===== config.mk =====
export PLATFORM = sky130hd
export DESIGN_NAME = vdh_controller
export DESIGN_NICKNAME = d
export VERILOG_FILES = /design/src/rtl/vdh_pkg.sv /design/src/rtl/vdh_controller.sv
export VERILOG_INCLUDE_DIRS = /design/src /design/src/rtl
export SDC_FILE = /design/constraint.sdc
export NUM_CORES = 1
export LEC_CHECK = 0
export BUFFER_PORTS_ARGS = -buffer_cell sky130_fd_sc_hd__buf_2
export CAP_MARGIN = 10
export CORE_AREA = 3 3 40 42
export CTS_CLUSTER_DIAMETER = 50
export DETAILED_ROUTE_END_ITERATION = 12
export DIE_AREA = 0 0 43 45
export PLACE_DENSITY = 0.44
export REMOVE_ABC_BUFFERS = 1
export SYNTH_ARGS = -nofsm -noshare
export SYNTH_HDL_FRONTEND = slang
export SYNTH_SLANG_ARGS = --single-unit

===== constraint.sdc =====
create_clock -name i_clk -period 1.4 [get_ports i_clk]
set_input_delay 0.28 -clock i_clk [delete_from_list [all_inputs] [get_ports i_clk]]
set_output_delay 0.28 -clock i_clk [all_outputs]
set_load 0.05 [all_outputs]

===== src/rtl/assert_macros.svh =====
// Assertion macros shared by the vertex dedup RTL.
// Depends on nothing; included by the modules that carry assertions.
`ifndef ASSERT_MACROS_SVH
`define ASSERT_MACROS_SVH
`ifndef SYNTH
// Checks a property on every rising clock edge outside reset.
`define VDH_ASSERT(lbl, clk, rst_n, prop) \
    lbl: assert property (@(posedge clk) disable iff (!rst_n) prop) \
        else $error("vdh assertion failed");
// Checks that a condition implies another on the same edge.
`define VDH_ASSERT_IMPL(lbl, clk, rst_n, ante, cons) \
    lbl: assert property (@(posedge clk) disable iff (!rst_n) (ante) |-> (cons)) \
        else $error("vdh implication failed");
`else
`define VDH_ASSERT(lbl, clk, rst_n, prop)
`define VDH_ASSERT_IMPL(lbl, clk, rst_n, ante, cons)
`endif
`endif


===== src/rtl/vdh_pkg.sv =====
// Shared types, constants and functions of the vertex dedup hash table.
// Depends on nothing; used by every other file of the block but assert_macros.svh.
package vdh_pkg;

    localparam int FIELD_W     = 32;
    localparam int NUM_FIELDS  = 8;
    localparam int INDEX_W     = 12;
    localparam int NEXT_W      = INDEX_W + 1;
    localparam int DEF_TABLE_SLOTS = 4096;
    localparam int DEF_MAX_PROBES  = 16;

    typedef logic [NUM_FIELDS-1:0][FIELD_W-1:0] t_vertex;

    // Controller states.
    typedef enum logic [2:0] {
        ST_INIT,
        ST_IDLE,
        ST_CLEAR,
        ST_READ,
        ST_CHECK,
        ST_RESP
    } t_state;

    // Kind of result that the datapath registers.
    typedef enum logic [1:0] {
        RES_CLEAR,
        RES_HIT,
        RES_NEW,
        RES_OVF
    } t_res_sel;

    // Commands from the controller to the datapath.
    typedef struct packed {
        logic     load_item;
        logic     clear_init;
        logic     clear_step;
        logic     advance;
        logic     insert;
        logic     res_load;
        t_res_sel res_sel;
    } t_dp_cmd;

    // Status from the datapath to the controller.
    typedef struct packed {
        logic clear_done;
        logic occupied;
        logic match;
        logic full;
        logic last_probe;
    } t_dp_sts;

    // IEEE single equality on bit patterns: NaN never matches, +0 equals -0.
    function automatic logic feq(input logic [FIELD_W-1:0] a, input logic [FIELD_W-1:0] b);
        logic a_nan;
        logic b_nan;
        a_nan = (a[FIELD_W-2:0] > 31'h7F80_0000);
        b_nan = (b[FIELD_W-2:0] > 31'h7F80_0000);
        return !a_nan && !b_nan && ((a == b) || ((a[FIELD_W-2:0] | b[FIELD_W-2:0]) == '0));
    endfunction

endpackage


===== src/rtl/vdh_controller.sv =====
// Controller state machine: clear sweep, probe sequencing and beat handshakes.
// Depends on vdh_pkg and assert_macros.svh.
`include "assert_macros.svh"
module vdh_controller (
    input  logic              i_clk,
    input  logic              i_rst_n,
    input  logic              i_in_valid,
    input  logic              i_in_action,
    output logic              o_in_ready,
    output logic              o_out_valid,
    input  logic              i_out_ready,
    input  vdh_pkg::t_dp_sts  i_sts,
    output vdh_pkg::t_dp_cmd  o_cmd
);
    vdh_pkg::t_state r_state;
    vdh_pkg::t_state n_state;

    // State register.
    always_ff @(posedge i_clk) begin
        if (!i_rst_n) begin
            r_state <= vdh_pkg::ST_INIT;
        end else begin
            r_state <= n_state;
        end
    end

    // Next state and commands.
    always_comb begin
        n_state       = r_state;
        o_cmd         = '0;
        o_cmd.res_sel = vdh_pkg::RES_CLEAR;
        o_in_ready    = 1'b0;
        o_out_valid   = 1'b0;
        unique case (r_state)
            vdh_pkg::ST_INIT: begin
                o_cmd.clear_step = 1'b1;
                if (i_sts.clear_done) begin
                    n_state = vdh_pkg::ST_IDLE;
                end
            end
            vdh_pkg::ST_IDLE: begin
                o_in_ready = 1'b1;
                if (i_in_valid) begin
                    if (i_in_action) begin
                        o_cmd.clear_init = 1'b1;
                        n_state          = vdh_pkg::ST_CLEAR;
                    end else begin
                        o_cmd.load_item = 1'b1;
                        n_state         = vdh_pkg::ST_READ;
                    end
                end
            end
            vdh_pkg::ST_CLEAR: begin
                o_cmd.clear_step = 1'b1;
                if (i_sts.clear_done) begin
                    o_cmd.res_load = 1'b1;
                    o_cmd.res_sel  = vdh_pkg::RES_CLEAR;
                    n_state        = vdh_pkg::ST_RESP;
                end
            end
            vdh_pkg::ST_READ: begin
                n_state = vdh_pkg::ST_CHECK;
            end
            vdh_pkg::ST_CHECK: begin
                priority if (!i_sts.occupied && i_sts.full) begin
                    o_cmd.res_load = 1'b1;
                    o_cmd.res_sel  = vdh_pkg::RES_OVF;
                    n_state        = vdh_pkg::ST_RESP;
                end else if (!i_sts.occupied) begin
                    o_cmd.insert   = 1'b1;
                    o_cmd.res_load = 1'b1;
                    o_cmd.res_sel  = vdh_pkg::RES_NEW;
                    n_state        = vdh_pkg::ST_RESP;
                end else if (i_sts.match) begin
                    o_cmd.res_load = 1'b1;
                    o_cmd.res_sel  = vdh_pkg::RES_HIT;
                    n_state        = vdh_pkg::ST_RESP;
                end else if (i_sts.last_probe) begin
                    o_cmd.res_load = 1'b1;
                    o_cmd.res_sel  = vdh_pkg::RES_OVF;
                    n_state        = vdh_pkg::ST_RESP;
                end else begin
                    o_cmd.advance = 1'b1;
                    n_state       = vdh_pkg::ST_READ;
                end
            end
            vdh_pkg::ST_RESP: begin
                o_out_valid = 1'b1;
                if (i_out_ready) begin
                    n_state = vdh_pkg::ST_IDLE;
                end
            end
            default: begin
                n_state = vdh_pkg::ST_INIT;
            end
        endcase
    end

    // A new beat is never taken while a result beat waits.
    `VDH_ASSERT_IMPL(a_one_in_flight, i_clk, i_rst_n, o_in_ready, !o_out_valid)
    // A stalled result stays offered.
    `VDH_ASSERT(a_resp_holds, i_clk, i_rst_n, (o_out_valid && !i_out_ready) |=> o_out_valid)
endmodule


; Yosys cells after proc, flatten, opt, wreduce, memory -nomap -nowiden
; Cells that the tools add are included.
[totals]
regBits = 3
latchBits = 0
ramBits = 0
rom_bits = 0
memories = 0
[op_classes]
addsub = 0
multipliers = 0
n_div = 0
magnitude_cmp = 0
n_eq_ne = 9
shift = 0
muxes = 29
n_bitwise = 0
n_reduce_logical = 5
[op_table]
columns = cell, count
row1 = 3-bit two-way mux, 13
row2 = 3-bit case mux with 6 select lines, 1
row3 = 1-bit two-way mux, 10
row4 = 2-bit two-way mux, 4
row5 = 2-bit inequality test (second input constant), 4
row6 = 3-bit by 2-bit == test with 1-bit output (second input constant), 2
row7 = 3-bit == test (second input constant), 2
row8 = 3-bit case mux with 2 select lines, 1
row9 = 4-bit AND reduction, 1
row10 = 3-bit by 1-bit == test with 1-bit output (second input constant), 1
row11 = 3-bit logical NOT, 1
row12 = 2-bit OR reduction, 1
row13 = 1-bit logical AND, 1
row14 = 1-bit logical NOT, 1

; Logic depth before layout (Yosys ltp)
[logic_depth]
depth_word = 5
mapped_depth = 4
mapped_depth_nobuf = 3

; Worst setup path after synthesis
; Ideal clock, no wire load.
[synth_timing]
path_kind = register -> output
start = register r_state[2]
end = output port o_cmd[7] in the netlist's numbering
arrival_ps = 1978
slack_ps = -858
path_stages_with_launch = 3
path_buffers = 1
cell_sequence = dfxtp_1 -> buf_4 -> nor4_1
[synth_lines]
columns = element, line_no
row1 = start: declaration, vdh_controller.sv:15  ; vdh_pkg::t_state r_state;
row2 = start signal: assignment, vdh_controller.sv:21  ; r_state <= vdh_pkg::ST_INIT;
row3 = start signal: assignment, vdh_controller.sv:23  ; r_state <= n_state;
row4 = end: declaration, vdh_controller.sv:13  ; output vdh_pkg::t_dp_cmd o_cmd

==> out/metrics.yaml <==
sta:
  final_max_slew_viol_count: 0
  max_freq_ghz: 0.5760
  skew_ps: 1.447
  setup_viol: 9
  rsz0062_at_grt: "yes"
  fin_crit_ps: 1736
  finalHoldViolations: 0
  relSlewSlack_pct: 83.50
  fin_crit_sh_pct: 124.0
  worstMarginPinSlew_ps: 246.5
  setup_ws_ps: -336.1
routing:
  post_drt_wl_per_cell_um: 12.04
  drcViolationCount: 0
  vias_per_cell: 4.617
  drt_iter0_markers: 1
  firstDrtPassIters: 2
  vias: 374
  final_antenna_net_count: 0
  wl_um: 975
die:
  initial_core_util_pct: 20.84
  floorplan.rows: 13
  die_h_um: 45
  dieArea_mm2: 0.001935
  coreArea_mm2: 0.001285
  io-pin-count: 20
  die_w_um: 43
power:
  power_uw: 547.9
  ir_drop_uv: 443.5
  powerDensity_mw_per_mm2: 901.1
  power_leakage_nw: 0.2979
worst_setup_path:
  worstPathArrival_ps: 1460
  worst_ep_required_time_ps: 1120
  start_kind: "flip-flop"
  end_kind: "output pin"
  critPathKind: "reg2out"
  crit_fanout: 3
layout:
  diodes: 0
  utilization_pct: 47.32
  nets: 77
  regMostFlops: "r_state"
  largest_register_ffs: 3
  reg_top3: "r_state x3"
  drive_gt1_share_pct: 68.18
  fillers: 130
  design_area_um2: 608.1
  area_growth_pct: 127.1
global_routing:
  grt_pass1_wl_mm: 1.580
  overflow: 0
  track_usage_pct: 10.80
  grt_max_degree: 9
  antenna_found_initial: 0
  grt_pass1_vias: 391
logic_synthesis:
  synthTopCellsByArea: "dfxtp_1, nor4b_4, a21oi_1, nor2b_1, and3b_1"
  ys_ff_latch: 3
  synth_top_family_by_area: "simple AND/OR/NAND/NOR gates"
  netlist_instances: 33
  synth-async-reset-ratio_pct: 0
  yosys_warnings: 0
  synth_top_area_share_pct: 22.43
  syn_area_um2: 267.8
  synth-seq-area-share_pct: 22.43
  synth_xor_area_share_pct: 0
  syn_avg_cell_area_um2: 8.114
  yosysTopAreaCell: "dfxtp_1"
  synth_cell_types: 19
  synth-adder-area-share_pct: 0
  synth_edf_count: 0
  synth-main-ff-cell: "dfxtp_1"
  synth_simple_gate_area_share_pct: 50.93
  synth-compound-area-share_pct: 23.83
  synth_mux_area_share_pct: 0
cts:
  clock_path_buffers: 2
  clk_latency_ps: 230
  numCtsBuffers: 3
  clk_pin_slew_worst_paths_ps: 40
  ctsHoldBuffers: 0
  tritoncts: "done"
  cts.sinks: 3
  cts-root-buf: "clkbuf_4"
  ctsHtreeMaxLevel: 1
placed_design:
  gp_congestion: 0.6615
  place_area_um2: 426.7
  portBuffers: 19
status:
  violations: "negative setup slack"
  status: "finished, violations left"
run:
  drv_cap: 0
worst_hold_path:
  worst_hold_path_type: "in2reg"
## cells in the mapped netlist, types with 2 or more instances
cell / n
and3b_1: 2
o31a_1: 2
nand2b_1: 2
dfxtp_1: 3
nor2_1: 4
a21oi_1: 4
nand2_1: 2
nor2b_1: 3
## logic make-up after synthesis
kind of cell           Yosys count
buffers and inverters            1
AND/OR/NAND/NOR                 20
AO/OA/AOI/OAI                    9
flip-flops                       3
## per-layer routing
metal  track usage [%]  part of all wire (%)  wire (um)
met3             4.382                    10        100
met1             11.72                    40        386
met5                 0                     0          0
met4             5.422                     0          0
met2             18.26                    50        488
## cell usage in the layout, fill, tap and decap left out, types with 2 or more instances in the layout
cell type | synthesis | routed
buf_2 | 0 | 9
o31a_1 | 2 | 2
dfxtp_2 | 0 | 2
nor2_1 | 4 | 3
and3b_1 | 2 | 2
buf_8 | 0 | 2
nor2b_1 | 3 | 3
nand2_1 | 2 | 2
a21oi_1 | 4 | 2
buf_4 | 1 | 10
buf_6 | 0 | 8
clkbuf_4 | 0 | 4
## metrics by stage
stage	TNS (ps)	instances	worst slack [ps]	hold slack, ps
2_1_floorplan	-4468	32	-793.4	407.9
3_3_place_gp	-740.5	73	-191.6	554.2
3_5_place_dp	-820.2	73	-219.8	541.3
4_1_cts	-1981	78	-340.0	302.0
5_1_grt	-2407	81	-393.9	303.2
6_report	-1946	81	-336.1	299.0
## what timing repair did
action | in CTS | in global routing
pin swaps | 3 | 4
setup buffers | 1 | 3
hold endpoints to repair | 0 | 0
setup endpoints to repair | 9 | 11
gates cloned | 0 | 0
resized for setup | 23 | 11
## worst paths after layout
check / slack (ps) / depth (start not counted) / start / to
hold / removal: 300 / 2 / i_rst_n / r_state[2]
setup reg to reg: -160 / 6 / r_state[0] / r_state[1]
hold reg to reg: 730 / 3 / r_state[1] / r_state[0]
setup / recovery: -340 / 4 / r_state[0] / o_cmd[3]
## area by class of cell
cell class                      count  area (um^2)  area share, %
Timing Repair Buffer               30        247.7          40.74
Multi-Input combinational cell     29        252.7          41.56
Clock buffer                        4        26.28          4.321
Tap cell                           15        18.77          3.086
Sequential cell                     3        62.56          10.29
## worst max-delay path: stages (launching register included)
cell and delay (ps):
dfxtp_1 300, or3b_4 430, buf_6 150, nor3_4 160, buf_6 180
## power breakdown
part | switching, mW | internal, mW | total, mW
Clock | 0.0468 | 0.107 | 0.154
Combinational | 0.164 | 0.127 | 0.291
Sequential | 0.00570 | 0.0976 | 0.103
Note: power is estimated with default switching activity, not from simulation.
